--- src/sv/wsb_pkg.sv ---
// Package: shared constants, codes and control types of the wheel speed balancer.
package wsb_pkg;

  localparam int unsigned ERR_BITS      = 16;
  localparam int unsigned RATIO_BITS    = 16;
  localparam int unsigned ONE_BITS      = ERR_BITS + 1;
  localparam int unsigned CFG_IDX_BITS  = 4;
  localparam int unsigned CFG_DATA_BITS = 16;
  localparam int unsigned DIV_CNT_BITS  = $clog2(RATIO_BITS);

  localparam logic [ONE_BITS-1:0] ERR_ONE      = ONE_BITS'(1) << ERR_BITS;
  localparam logic [ERR_BITS-1:0] ERR_MAX      = '1;
  localparam logic [ERR_BITS-1:0] MIN_ERR_RST  = 16'd655;
  localparam logic [ERR_BITS-1:0] START_ERR    = 16'd3277;
  localparam int unsigned         MAX_RATE_RST = 255;
  localparam int unsigned         START_RATE   = 200;

  typedef enum logic [CFG_IDX_BITS-1:0] {
    CFG_MAX_RATE    = 4'd0,
    CFG_MIN_ERROR   = 4'd1,
    CFG_START_ERROR = 4'd2,
    CFG_START_RATE  = 4'd3
  } cfg_idx_e;

  typedef enum logic [1:0] {
    MUL_SHRINK,
    MUL_GROW,
    MUL_RATIO,
    MUL_SCALE
  } mul_sel_e;

  typedef enum logic [3:0] {
    ST_IDLE,
    ST_DECIDE,
    ST_SHRINK_MUL,
    ST_SHRINK_WB,
    ST_DIVIDE,
    ST_RATIO_MUL,
    ST_SCALE_MUL,
    ST_SCALE_WB,
    ST_GROW_MUL,
    ST_GROW_WB,
    ST_FINISH
  } state_e;

  typedef struct packed {
    logic     load_in;
    logic     mul_en;
    mul_sel_e mul_sel;
    logic     err_shrink;
    logic     err_grow;
    logic     div_step;
    logic     rate_wb;
    logic     out_load;
  } wsb_cmd_t;

  typedef struct packed {
    logic both_zero;
    logic equal;
  } wsb_stat_t;

endpackage

--- src/sv/wsb_if.sv ---
// Interfaces: speed input, drive output and configuration write channels.
interface wsb_in_if #(
  parameter int unsigned SPEED_BITS = 16
);
  logic                  valid;
  logic                  ready;
  logic [SPEED_BITS-1:0] left_speed;
  logic [SPEED_BITS-1:0] right_speed;

  modport source (output valid, output left_speed, output right_speed, input ready);
  modport sink   (input valid, input left_speed, input right_speed, output ready);
endinterface

interface wsb_out_if #(
  parameter int unsigned RATE_BITS = 8
);
  logic                 valid;
  logic                 ready;
  logic [RATE_BITS-1:0] left_drive;
  logic [RATE_BITS-1:0] right_drive;
  logic                 updated;
  logic [15:0]          error_factor;

  modport source (output valid, output left_drive, output right_drive, output updated,
                  output error_factor, input ready);
  modport sink   (input valid, input left_drive, input right_drive, input updated,
                  input error_factor, output ready);
endinterface

interface wsb_cfg_if;
  logic        valid;
  logic        ready;
  logic [3:0]  index;
  logic [15:0] data;

  modport source (output valid, output index, output data, input ready);
  modport sink   (input valid, input index, input data, output ready);
endinterface

--- src/sv/wheel_speed_balancer_core.sv ---
// Top level: wheel speed balancer, controller plus datapath behind handshake channels.
// Sequence: accept, then decide; both speeds zero go straight to the output register, equal
//   speeds grow the error, unequal speeds shrink it, run the restoring divider and scale.
// Flow: one speed pair at a time; the next is taken in the cycle after the result
//   enters the output register, and a stalled output register can hold the finished
//   pair back before that.
// Reset: asynchronous, active low; state and config registers reset, error 3277, rates 200.
module wheel_speed_balancer_core #(
  parameter int unsigned SPEED_BITS = 16,
  parameter int unsigned RATE_BITS  = 8
) (
  input  logic      clk_i,
  input  logic      rst_ni,
  wsb_in_if.sink    speed_i,
  wsb_out_if.source drive_o,
  wsb_cfg_if.sink   cfg_i
);
  import wsb_pkg::*;

  wsb_cmd_t  cmd;
  wsb_stat_t stat;
  logic      cfg_we;

  // config ready is tied high, so the write channel never stalls
  assign cfg_i.ready = 1'b1;
  assign cfg_we      = cfg_i.valid;

  // Controller: accept one pair in idle, walk the multiply/divide steps,
  // then hand the result to the output register when it is free.
  wsb_ctrl u_ctrl (
    .clk_i       (clk_i),
    .rst_ni      (rst_ni),
    .in_valid_i  (speed_i.valid),
    .in_ready_o  (speed_i.ready),
    .out_valid_o (drive_o.valid),
    .out_ready_i (drive_o.ready),
    .stat_i      (stat),
    .cmd_o       (cmd)
  );

  // Datapath: one shared multiplier serves the error update (e*(1-e) or e*e),
  // the max_rate*ratio product and the final scale by (1-e); the speed ratio
  // comes from a one-bit-per-cycle restoring divider.
  wsb_dp #(
    .SPEED_BITS (SPEED_BITS),
    .RATE_BITS  (RATE_BITS)
  ) u_dp (
    .clk_i          (clk_i),
    .rst_ni         (rst_ni),
    .cfg_we_i       (cfg_we),
    .cfg_idx_i      (cfg_i.index),
    .cfg_data_i     (cfg_i.data),
    .left_speed_i   (speed_i.left_speed),
    .right_speed_i  (speed_i.right_speed),
    .cmd_i          (cmd),
    .stat_o         (stat),
    .left_drive_o   (drive_o.left_drive),
    .right_drive_o  (drive_o.right_drive),
    .updated_o      (drive_o.updated),
    .error_factor_o (drive_o.error_factor)
  );

endmodule

--- src/sv/wsb_ctrl.sv ---
// Controller: sequences multiply, divide and write-back steps of one speed pair.
module wsb_ctrl (
  input  logic              clk_i,
  input  logic              rst_ni,
  input  logic              in_valid_i,
  output logic              in_ready_o,
  output logic              out_valid_o,
  input  logic              out_ready_i,
  input  wsb_pkg::wsb_stat_t stat_i,
  output wsb_pkg::wsb_cmd_t  cmd_o
);
  import wsb_pkg::*;

  state_e                  state_q, state_d;
  logic [DIV_CNT_BITS-1:0] cnt_q, cnt_d;
  logic                    out_valid_q, out_valid_d;

  always_ff @(posedge clk_i or negedge rst_ni) begin
    if (!rst_ni) begin
      state_q     <= ST_IDLE;
      cnt_q       <= '0;
      out_valid_q <= 1'b0;
    end else begin
      state_q     <= state_d;
      cnt_q       <= cnt_d;
      out_valid_q <= out_valid_d;
    end
  end

  always_comb begin
    state_d     = state_q;
    cnt_d       = cnt_q;
    out_valid_d = out_valid_q && !out_ready_i;
    cmd_o       = '0;
    cmd_o.mul_sel = MUL_SHRINK;
    in_ready_o  = 1'b0;
    unique case (state_q)
      ST_IDLE: begin
        in_ready_o = 1'b1;
        if (in_valid_i) begin
          cmd_o.load_in = 1'b1;
          state_d       = ST_DECIDE;
        end
      end
      ST_DECIDE: begin
        cnt_d = '0;
        priority if (stat_i.both_zero) state_d = ST_FINISH;
        else if (stat_i.equal)         state_d = ST_GROW_MUL;
        else                           state_d = ST_SHRINK_MUL;
      end
      ST_SHRINK_MUL: begin
        cmd_o.mul_en  = 1'b1;
        cmd_o.mul_sel = MUL_SHRINK;
        state_d       = ST_SHRINK_WB;
      end
      ST_SHRINK_WB: begin
        cmd_o.err_shrink = 1'b1;
        state_d          = ST_DIVIDE;
      end
      ST_DIVIDE: begin
        cmd_o.div_step = 1'b1;
        cnt_d          = cnt_q + 1'b1;
        if (cnt_q == DIV_CNT_BITS'(RATIO_BITS - 1)) state_d = ST_RATIO_MUL;
      end
      ST_RATIO_MUL: begin
        cmd_o.mul_en  = 1'b1;
        cmd_o.mul_sel = MUL_RATIO;
        state_d       = ST_SCALE_MUL;
      end
      ST_SCALE_MUL: begin
        cmd_o.mul_en  = 1'b1;
        cmd_o.mul_sel = MUL_SCALE;
        state_d       = ST_SCALE_WB;
      end
      ST_SCALE_WB: begin
        cmd_o.rate_wb = 1'b1;
        state_d       = ST_FINISH;
      end
      ST_GROW_MUL: begin
        cmd_o.mul_en  = 1'b1;
        cmd_o.mul_sel = MUL_GROW;
        state_d       = ST_GROW_WB;
      end
      ST_GROW_WB: begin
        cmd_o.err_grow = 1'b1;
        state_d        = ST_FINISH;
      end
      ST_FINISH: begin
        // hold until the output register is free or drains this cycle
        if (!out_valid_q || out_ready_i) begin
          cmd_o.out_load = 1'b1;
          out_valid_d    = 1'b1;
          state_d        = ST_IDLE;
        end
      end
      default: state_d = ST_IDLE;
    endcase
  end

  assign out_valid_o = out_valid_q;

endmodule

--- src/sv/wsb_dp.sv ---
// Datapath: config registers, balancer state, shared multiplier and ratio divider.
module wsb_dp #(
  parameter int unsigned SPEED_BITS = 16,
  parameter int unsigned RATE_BITS  = 8
) (
  input  logic                               clk_i,
  input  logic                               rst_ni,
  input  logic                               cfg_we_i,
  input  logic [wsb_pkg::CFG_IDX_BITS-1:0]   cfg_idx_i,
  input  logic [wsb_pkg::CFG_DATA_BITS-1:0]  cfg_data_i,
  input  logic [SPEED_BITS-1:0]              left_speed_i,
  input  logic [SPEED_BITS-1:0]              right_speed_i,
  input  wsb_pkg::wsb_cmd_t                  cmd_i,
  output wsb_pkg::wsb_stat_t                 stat_o,
  output logic [RATE_BITS-1:0]               left_drive_o,
  output logic [RATE_BITS-1:0]               right_drive_o,
  output logic                               updated_o,
  output logic [wsb_pkg::ERR_BITS-1:0]       error_factor_o
);
  import wsb_pkg::*;

  localparam int unsigned MA = RATE_BITS + RATIO_BITS;
  localparam int unsigned MB = ONE_BITS;
  localparam int unsigned MP = MA + MB;

  // configuration; start values are fixed constants used at reset, writes to them are ignored
  logic [RATE_BITS-1:0]    max_rate_q;
  logic [ERR_BITS-1:0]     min_error_q;

  // balancer state
  logic [ERR_BITS-1:0]     err_q, err_d;
  logic [RATE_BITS-1:0]    left_rate_q, right_rate_q;

  // per-item working registers
  logic                    zero_q, equal_q, left_gt_q;
  logic [SPEED_BITS-1:0]   fast_q;
  logic [SPEED_BITS:0]     rem_q;
  logic [RATIO_BITS-1:0]   quo_q;
  logic [MP-1:0]           prod_q;

  // output register
  logic [RATE_BITS-1:0]    left_out_q, right_out_q;
  logic                    upd_out_q;
  logic [ERR_BITS-1:0]     err_out_q;

  logic [MA-1:0]           mul_a;
  logic [MB-1:0]           mul_b;
  logic [MB-1:0]           one_minus_err;
  logic [SPEED_BITS:0]     rem_shift;
  logic                    rem_ge;
  logic [ERR_BITS-1:0]     prod_hi;
  logic [ERR_BITS:0]       grow_sum;
  logic [RATE_BITS-1:0]    scaled;
  logic                    in_left_gt;

  assign one_minus_err = ERR_ONE - {1'b0, err_q};
  assign prod_hi       = prod_q[ERR_BITS +: ERR_BITS];
  assign grow_sum      = {1'b0, err_q} + {1'b0, prod_hi};
  assign scaled        = prod_q[2*ERR_BITS +: RATE_BITS];
  assign rem_shift     = {rem_q[SPEED_BITS-1:0], 1'b0};
  assign rem_ge        = rem_shift >= {1'b0, fast_q};
  assign in_left_gt    = left_speed_i > right_speed_i;

  always_comb begin
    unique case (cmd_i.mul_sel)
      MUL_SHRINK: begin
        mul_a = MA'(err_q);
        mul_b = one_minus_err;
      end
      MUL_GROW: begin
        mul_a = MA'(err_q);
        mul_b = MB'(err_q);
      end
      MUL_RATIO: begin
        mul_a = MA'(max_rate_q);
        mul_b = MB'(quo_q);
      end
      MUL_SCALE: begin
        mul_a = prod_q[MA-1:0];
        mul_b = one_minus_err;
      end
      default: begin
        mul_a = '0;
        mul_b = '0;
      end
    endcase
  end

  always_comb begin
    err_d = err_q;
    priority if (cmd_i.err_shrink) begin
      err_d = (prod_hi < min_error_q) ? min_error_q : prod_hi;
    end else if (cmd_i.err_grow) begin
      err_d = grow_sum[ERR_BITS] ? ERR_MAX : grow_sum[ERR_BITS-1:0];
    end
  end

  always_ff @(posedge clk_i or negedge rst_ni) begin
    if (!rst_ni) begin
      max_rate_q   <= RATE_BITS'(MAX_RATE_RST);
      min_error_q  <= MIN_ERR_RST;
      err_q        <= START_ERR;
      left_rate_q  <= RATE_BITS'(START_RATE);
      right_rate_q <= RATE_BITS'(START_RATE);
    end else begin
      if (cfg_we_i) begin
        unique case (cfg_idx_i)
          CFG_MAX_RATE:  max_rate_q  <= cfg_data_i[RATE_BITS-1:0];
          CFG_MIN_ERROR: min_error_q <= cfg_data_i[ERR_BITS-1:0];
          default: ;
        endcase
      end
      err_q <= err_d;
      if (cmd_i.rate_wb) begin
        if (left_gt_q) begin
          left_rate_q  <= scaled;
          right_rate_q <= max_rate_q;
        end else begin
          left_rate_q  <= max_rate_q;
          right_rate_q <= scaled;
        end
      end
    end
  end

  always_ff @(posedge clk_i) begin
    if (cmd_i.load_in) begin
      zero_q    <= (left_speed_i == '0) && (right_speed_i == '0);
      equal_q   <= left_speed_i == right_speed_i;
      left_gt_q <= in_left_gt;
      fast_q    <= in_left_gt ? left_speed_i : right_speed_i;
      rem_q     <= {1'b0, in_left_gt ? right_speed_i : left_speed_i};
      quo_q     <= '0;
    end else if (cmd_i.div_step) begin
      rem_q <= rem_ge ? rem_shift - {1'b0, fast_q} : rem_shift;
      quo_q <= {quo_q[RATIO_BITS-2:0], rem_ge};
    end
    if (cmd_i.mul_en) begin
      prod_q <= MP'(mul_a) * MP'(mul_b);
    end
    if (cmd_i.out_load) begin
      left_out_q  <= left_rate_q;
      right_out_q <= right_rate_q;
      upd_out_q   <= !zero_q;
      err_out_q   <= err_q;
    end
  end

  assign stat_o.both_zero = zero_q;
  assign stat_o.equal     = equal_q;
  assign left_drive_o     = left_out_q;
  assign right_drive_o    = right_out_q;
  assign updated_o        = upd_out_q;
  assign error_factor_o   = err_out_q;

endmodule

--- src/flat_wrapper.sv ---
// flat-port wrapper written by rule: the top's interface ports become plain ports
module wheel_speed_balancer_core_flat import wsb_pkg::*;
#(
  parameter int unsigned SPEED_BITS = 16,
  parameter int unsigned RATE_BITS  = 8
)
  (clk_i, rst_ni, speed_i_valid, speed_i_left_speed, speed_i_right_speed, speed_i_ready, drive_o_valid, drive_o_left_drive, drive_o_right_drive, drive_o_updated, drive_o_error_factor, drive_o_ready, cfg_i_valid, cfg_i_index, cfg_i_data, cfg_i_ready);
  wsb_in_if #(.SPEED_BITS(SPEED_BITS)) speed_i_i ();
  wsb_out_if #(.RATE_BITS(RATE_BITS)) drive_o_i ();
  wsb_cfg_if cfg_i_i ();
  input  logic clk_i;
  input  logic rst_ni;
  input wire logic [$bits(speed_i_i.valid)-1:0] speed_i_valid;
  input wire logic [$bits(speed_i_i.left_speed)-1:0] speed_i_left_speed;
  input wire logic [$bits(speed_i_i.right_speed)-1:0] speed_i_right_speed;
  output wire logic [$bits(speed_i_i.ready)-1:0] speed_i_ready;
  output wire logic [$bits(drive_o_i.valid)-1:0] drive_o_valid;
  output wire logic [$bits(drive_o_i.left_drive)-1:0] drive_o_left_drive;
  output wire logic [$bits(drive_o_i.right_drive)-1:0] drive_o_right_drive;
  output wire logic [$bits(drive_o_i.updated)-1:0] drive_o_updated;
  output wire logic [$bits(drive_o_i.error_factor)-1:0] drive_o_error_factor;
  input wire logic [$bits(drive_o_i.ready)-1:0] drive_o_ready;
  input wire logic [$bits(cfg_i_i.valid)-1:0] cfg_i_valid;
  input wire logic [$bits(cfg_i_i.index)-1:0] cfg_i_index;
  input wire logic [$bits(cfg_i_i.data)-1:0] cfg_i_data;
  output wire logic [$bits(cfg_i_i.ready)-1:0] cfg_i_ready;
  assign speed_i_i.valid = speed_i_valid;
  assign speed_i_i.left_speed = speed_i_left_speed;
  assign speed_i_i.right_speed = speed_i_right_speed;
  assign speed_i_ready = speed_i_i.ready;
  assign drive_o_valid = drive_o_i.valid;
  assign drive_o_left_drive = drive_o_i.left_drive;
  assign drive_o_right_drive = drive_o_i.right_drive;
  assign drive_o_updated = drive_o_i.updated;
  assign drive_o_error_factor = drive_o_i.error_factor;
  assign drive_o_i.ready = drive_o_ready;
  assign cfg_i_i.valid = cfg_i_valid;
  assign cfg_i_i.index = cfg_i_index;
  assign cfg_i_i.data = cfg_i_data;
  assign cfg_i_ready = cfg_i_i.ready;
  wheel_speed_balancer_core #(.SPEED_BITS(SPEED_BITS), .RATE_BITS(RATE_BITS)) u_core (.clk_i(clk_i), .rst_ni(rst_ni), .speed_i(speed_i_i), .drive_o(drive_o_i), .cfg_i(cfg_i_i));
endmodule
--- config.mk ---
export PLATFORM = sky130hd
export DESIGN_NAME = wheel_speed_balancer_core_flat
export DESIGN_NICKNAME = d
export VERILOG_FILES = /design/src/sv/wsb_pkg.sv /design/src/sv/wsb_if.sv /design/src/sv/wheel_speed_balancer_core.sv /design/src/sv/wsb_ctrl.sv /design/src/sv/wsb_dp.sv /design/src/flat_wrapper.sv
export SDC_FILE = /design/constraint.sdc
export NUM_CORES = 1
export LEC_CHECK = 0
export BUFFER_PORTS_ARGS = -buffer_cell sky130_fd_sc_hd__buf_2
export CAP_MARGIN = 20
export CORE_ASPECT_RATIO = 1.5
export CORE_MARGIN = 2
export CORE_UTILIZATION = 50
export DETAILED_ROUTE_END_ITERATION = 10
export GPL_TIMING_DRIVEN = 0
export PLACE_DENSITY = 0.7
export RECOVER_POWER = 25
export SKIP_CTS_REPAIR_TIMING = 1
export SLEW_MARGIN = 20
export SYNTH_ARGS = -nofsm -noshare
export SYNTH_HDL_FRONTEND = slang
export SYNTH_SLANG_ARGS = --single-unit
--- constraint.sdc ---
create_clock -name clk_i -period 7.25 [get_ports clk_i]
set_input_delay 0.3625 -clock clk_i [delete_from_list [all_inputs] [get_ports clk_i]]
set_output_delay 0.3625 -clock clk_i [all_outputs]
set_load 0.05 [all_outputs]
# Word-level counts from Yosys, hierarchy flattened

Index checks and enable logic that the tools add are counted.

Register bits: 189
Input bits: 57
Word-level logic and storage cells: 98

$add $sub $neg: 4
Multipliers: 1
Magnitude comparators: 3
Equal/unequal tests: 19
Multiplexer cells: 32
Reduce and logical (&&, ||, !) cells: 20

Operators by type and width:

| kind                                                                   | number |
|---|---|
| 16-bit two-way mux                                                     | 9 |
| 24-bit case mux with 3 select lines                                    | 1 |
| 17-bit case mux with 3 select lines                                    | 1 |
| 24-bit by 17-bit multiplier with 40-bit output                         | 1 |
| 4-bit case mux with 10 select lines                                    | 1 |
| 16-bit logical NOT                                                     | 2 |
| 4-bit two-way mux                                                      | 5 |
| 16-bit by 16-bit adder with 17-bit output                              | 1 |
| 17-bit by 16-bit greater-or-equal comparator with 1-bit output         | 1 |
| 17-bit by 16-bit subtractor with 17-bit output (first input constant)  | 1 |
| 16-bit equality test                                                   | 1 |
| 4-bit by 3-bit equality test with 1-bit output (second input constant) | 4 |
| 4-bit equality test (second input constant)                            | 4 |
| 16-bit > comparator                                                    | 1 |
| 16-bit < comparator                                                    | 1 |
| 8-bit two-way mux                                                      | 2 |
| 16-bit subtractor                                                      | 1 |
| 3-bit case mux with 4 select lines                                     | 1 |
| 1-bit two-way mux                                                      | 11 |
| 4-bit by 1-bit equality test with 1-bit output (second input constant) | 2 |
| 4-bit by 2-bit equality test with 1-bit output (second input constant) | 2 |
| 4-bit logical NOT                                                      | 2 |
| 4-bit case mux with 2 select lines                                     | 1 |
| 2-bit != test (second input constant)                                  | 3 |
| 11 further kinds                                                       | 20 |

# Longest topological paths before layout

Word-level depth: 6
Gate-level depth with buffers: 34
Mapped depth without buffers: 32

# Modules after synthesis

Synthesis repeated with hierarchy kept, for this count alone.

Cell total of the unflattened synthesis: 2,596
Area, all modules: 23,744.0 um2

Modules (own cells, without submodules):

| module                    | instances | cells an instance | area an instance (um2) | seq. area each (um2) |
|---|---|---|---|---|
| wsb_dp                    | 1         | 2,531             | 23,152.2               | 4,998.5 |
| wsb_ctrl                  | 1         | 63                | 580.6                  | 225.2 |
| wheel_speed_balancer_core | 1         | 2                 | 11.3                   | 0.0 |

# Worst setup path after synthesis

OpenSTA, ideal clock, no wires.

Path kind: register to register
From: reg u_core.u_ctrl.state_q[1]
To: reg u_core.u_dp.prod_q[38], data pin
Arrival time: 7,644 ps
Required time: 6,985 ps
Slack: -660 ps
Stages on the path, launching flop included: 31
Path buffers: 6
Period minus slack after synthesis: 7,910 ps
Cell sequence: dfrtp_1 -> clkbuf_1 -> clkbuf_1 -> a21oi_1 -> or2_2 -> inv_1 -> ha_1 -> clkbuf_1 -> clkbuf_1 -> buf_1 -> o21a_1 -> clkbuf_1 -> nor2_1 -> fa_1 -> inv_1 -> fa_1 -> fa_1 -> fa_1 -> inv_1 -> fa_1 -> inv_1 -> fa_1 -> inv_1 -> ha_1 -> o21a_1 -> a221oi_2 -> o211ai_2 -> a2bb2oi_2 -> a21oi_2 -> nor4b_1 -> or3_1

Longest elaborated chain between the ends: 6
Elaborated cells between the ends (all ways): 14
Classes of those cells: mul (1); eq/ne (7); mux (3); reduce/logical (3)

Ends and longest elaborated chain:

| item                                                                                       | line           | text |
|---|---|---|
| from (decl)                                                                                | wsb_ctrl.sv:14 | `state_e state_q, state_d;` |
| from (signal assigned)                                                                     | wsb_ctrl.sv:24 | `state_q <= state_d;` |
| 4-bit equality test (tied with other cells)                                                | wsb_ctrl.sv:37 | `unique case (state_q)` |
| 3-bit case mux with 4 select lines *                                                       | wsb_ctrl.sv:37 |  |
| 2-bit by 1-bit equality test with 1-bit output (tied with other cells)                     | wsb_dp.sv:65   | `unique case (cmd_i.mul_sel)` |
| 2-bit OR reduction (no line)                                                               | -              |  |
| 24-bit case mux with 3 select lines or 17-bit case mux with 3 select lines (tied branches) | wsb_dp.sv:65   |  |
| 24-bit by 17-bit multiplier with 40-bit output *                                           | wsb_dp.sv:139  | `prod_q <= MP'(mul_a) * MP'(mul_b);` |
| to (signal assigned)                                                                       | wsb_dp.sv:139  |  |
| to (decl)                                                                                  | wsb_dp.sv:39   | `logic [MP-1:0] prod_q;` |

Every way passes the cells marked *; elsewhere a longest branch is shown, timed or not.
A chain may end at the register's enable or synchronous reset.

# Worst setup path in the final report

From: reg u_core.u_ctrl.state_q[2]
To: reg u_core.u_dp.prod_q[38], data pin

The elaborated chain is that of the path after synthesis.

==> flow_results.org <==
** Timing
- Counting I/O delays and the setup requirement, the final critical path takes around 8100 ps.
- Worst hold slack :: 127 ps
- Least setup slack across all paths after layout :: -896 ps
- The number of max-slew violations in the final report was 0.
- At the pin with the least slew margin, the transition time is slightly above 900 ps.
- Setup violations remaining at the end of the flow were counted as 25.
- Static timing analysis puts the maximum clock frequency at 123 MHz.
- Of the available clock period, the critical path in the final layout requires 112%.
- In this run the tightest slew margin relative to its limit is 38.3%.
- Clock skew :: 10.8 ps
- Setup repair after global routing could not meet its margin everywhere.
- The final count of hold timing violations is 0.

** CTS
- After clock tree synthesis, the clock-pin slew on the worst setup and hold paths is 80 ps.
- TritonCTS clock tree :: yes
- Counting the buffers created by CTS gives 17.
- The cell sitting at the root of the clock tree is a sky130_fd_sc_hd__clkbuf_16.
- The clock drives 189 sinks.
- Level count of the clock H-tree :: 4
- In this run the deepest clock path goes through 2 buffers.
- Latest clock arrival within the worst-skew pair :: 470 ps

** Cells and area
- Combined flip-flop and latch cell area :: around 5200 um2
- Area used by multi-input combinational logic :: 17500 um2
- Non-filler instance count after layout :: 3424
- In the final layout, the share of cells above drive strength 1 is 20.4%.
- For this run, the share of the core covered by cells in the final layout is 59.6%.
- At the end of the flow, the number of nets in the layout was 3376.
- Post-route cell area :: 28200 um2
- Syn-to-layout area delta :: 18.5%
- Number of fillers in the final layout :: 3987

** Drt
- DR iter-0 viols :: ~1.4k
- Wirelength per Cell :: 22.6 um
- Remaining design rule violation count :: 0
- Sum of routed wire length over all layers :: 77.5 mm
- For this run, the detailed router's first-pass iteration total came to 8.
- ANT nets after route :: 0
- Detailed routing inserted a total of 20.1k vias.
- Vias per cell :: 5.88

** Min path
- The min-delay analysis places its worst path in the category input pin to flop.

** Floorplanning
- Die area :: 49400 um2
- After floorplanning, the core was divided into a little under 100 placement rows.
- Core area :: 47300 um2
- Die Span Y :: around 270 um
- Pin placement for this block handled 93 I/O pins.
- Once the floorplan was initialized, standard cells occupied around half of the core.
- Width of the die :: 182 um

** Flow run
- Maximum capacitance violations :: 0

** Logic synthesis
- In the synthesized netlist the dominant register cell turns out to be sky130_fd_sc_hd__edfxtp_1.
- Yosys attributes the largest share of cell area to sky130_fd_sc_hd__fa_1 (28%), sky130_fd_sc_hd__edfxtp_1 (14%), sky130_fd_sc_hd__ha_1 (9.4%).
- Of all cell types, the one taking the most synthesized area is sky130_fd_sc_hd__fa_1.
- The netlist uses 94 different library cells.
- Post-synthesis area per instance :: roughly 9.2 um2
- Post-synthesis sequential element count :: between 150 and 200
- Share of the synthesized area in the top cell type :: about 28%
- Register area share after synthesis :: 21.9%
- Of all flip-flops after synthesis, the portion carrying an async set or reset was roughly a third.
- Syn Inst Count :: 2593
- Counting instances in the post-synthesis netlist gives the leading cell types as sky130_fd_sc_hd__inv_1 (482), sky130_fd_sc_hd__nand2_1 (383), sky130_fd_sc_hd__fa_1 (330).
- Net count after synthesis :: between 3k and 4k
- Number of enable-type register cells in the synthesized netlist :: 108
- Yosys printed 0 warnings.
- Most numerous cell in the Yosys netlist :: sky130_fd_sc_hd__inv_1
- Area of the mapped netlist :: 23800 um2

** Global route
- The number of global-route vias before repair came to a little over 20k.
- Initial antenna violation count :: 2
- Global routing used 30.9% of the available tracks.
- Wire length of the first global-routing pass :: 115 mm
- Pin count of the biggest net entering global routing :: 58
- GR Overflow Total :: 0

** Critical path
- In this run the worst path has a maximum fanout of 8.
- Critical setup path kind :: flop to flop
- Crit path arrival time :: between 8000 and 9000 ps
- Crit-path slowest cell :: sky130_fd_sc_hd__fa_1
- Largest incremental delay on the critical path :: around 530 ps
- Data on the critical path is required at its endpoint by 7450 ps.
- STA classifies the critical path startpoint as a flop.
- STA classifies the critical path endpoint as a flop.

** Place
- Routability cong. :: 0.987
- Placed cell count :: 3290
- Number of port buffers :: 91
- Area post-placement :: 25400 um2
- Detailed placement HPWL :: 61.3 mm

** Status
- The flow ran to the end, but the final reports show violations.
- The final reports fail on negative setup slack.
[final timing paths]
check                                            startpoint                           end  slack [ps]  cells after the start
worst max-delay path               u_core.u_ctrl.state_q[2]        u_core.u_dp.prod_q[38]        -900                     32
worst min-delay path                          cfg_i_data[9]    u_core.u_dp.min_error_q[9]         130                      2
worst max register to register     u_core.u_ctrl.state_q[2]        u_core.u_dp.prod_q[38]        -900                     32
worst min register to register  u_core.u_dp.right_rate_q[2]  u_core.u_dp.right_drive_o[2]         460                      0
max in group asynchronous                            rst_ni          u_core.u_dp.err_q[6]        6050                      3
min in group asynchronous                            rst_ni     u_core.u_ctrl.out_valid_o         440                      2
[through the flow]
step | worst slack (ps) | TNS [ps]
4_1_cts | -2930 | -51430
6_report | -896 | -13180
5_1_grt | -1090 | -17180
3_5_place_dp | -2900 | -50500
3_3_place_gp | -3120 | -59570
2_1_floorplan | -81.4 | -81.4
[critical path: cells and delay by family (launching register included)]
kind | cells | cell delay (ps)
DFF | 1 | 410
and+or+nand+nor | 5 | 1040
AOI/OAI and AO/OA | 9 | 1760
adders and majority gates | 8 | 3530
buffers and inverters | 10 | 1090
[kinds of logic (layout without fill, tap and decap cells)]
logic type | count (synthesis) | in the layout | share of synthesized area (%)
AO/OA/AOI/OAI | 395 | 395 | 11.4
XOR/XNOR | 62 | 62 | 2.36
adder cells (fa/ha/maj) | 509 | 509 | 37.1
buffers and inverters | 590 | 820 | 9.50
flip-flops | 189 | 189 | 21.9
multiplexers | 79 | 79 | 3.53
other | 1 | 2 | 0.0157
AND/OR/NAND/NOR | 768 | 768 | 14.2
[sequential cells by signal, indices dropped and copies added, names as in the netlist]
register                    count
u_core.u_dp.prod_q             40
u_core.u_dp.left_gt_q           1
u_core.u_dp.left_drive_o        8
u_core.u_dp.right_rate_q        8
u_core.u_dp.err_q              16
u_core.u_dp.fast_q             16
u_core.u_ctrl.state_q           4
u_core.u_dp.zero_q              1
u_core.u_dp.left_rate_q         8
u_core.u_ctrl.out_valid_o       1
u_core.u_dp.max_rate_q          8
u_core.u_ctrl.cnt_q             4
u_core.u_dp.error_factor_o     16
u_core.u_dp.quo_q              16
u_core.u_dp.equal_q             1
u_core.u_dp.right_drive_o       8
u_core.u_dp.updated_o           1
u_core.u_dp.min_error_q        16
u_core.u_dp.rem_q              16
[cell usage in the layout, fill, tap and decap left out, drive strengths merged, types with 23 or more instances in the layout]
cell,count
ha,179
nand2b,23
o21a,24
buf,250
dfrtp,38
dfstp,27
xnor2,46
o21ai,99
a21oi,80
inv,489
nand2,384
nor3,28
fa,330
o211ai,25
mux2,40
nor2,199
mux2i,39
a21o,37
nand3,35
edfxtp,108
clkbuf,72
[cell type report]
class / instances / share of cell area, %
clock buffers: 21 / 1.67
well taps: 600 / 2.66
plain buffers: 101 / 2.66
clock inverters: 11 / 0.421
diodes: 1 / 0.00887
repair buffers: 201 / 5.40
inverters: 486 / 6.49
flip-flops and latches: 189 / 18.5
multi-input cells: 1814 / 62.2
[layer usage]
metal	wire length, um	GRT usage (%)	vias to the layer above
met5	13	0	-
met4	6800	21.5	2
met3	4710	4.35	325
met2	39400	55.1	939
met1	26500	33.7	10031
li1	-	-	8832
Power is left out: the tool's default activity adds up to more than one toggle a clock period on the data nets, which glitch-free logic cannot reach.
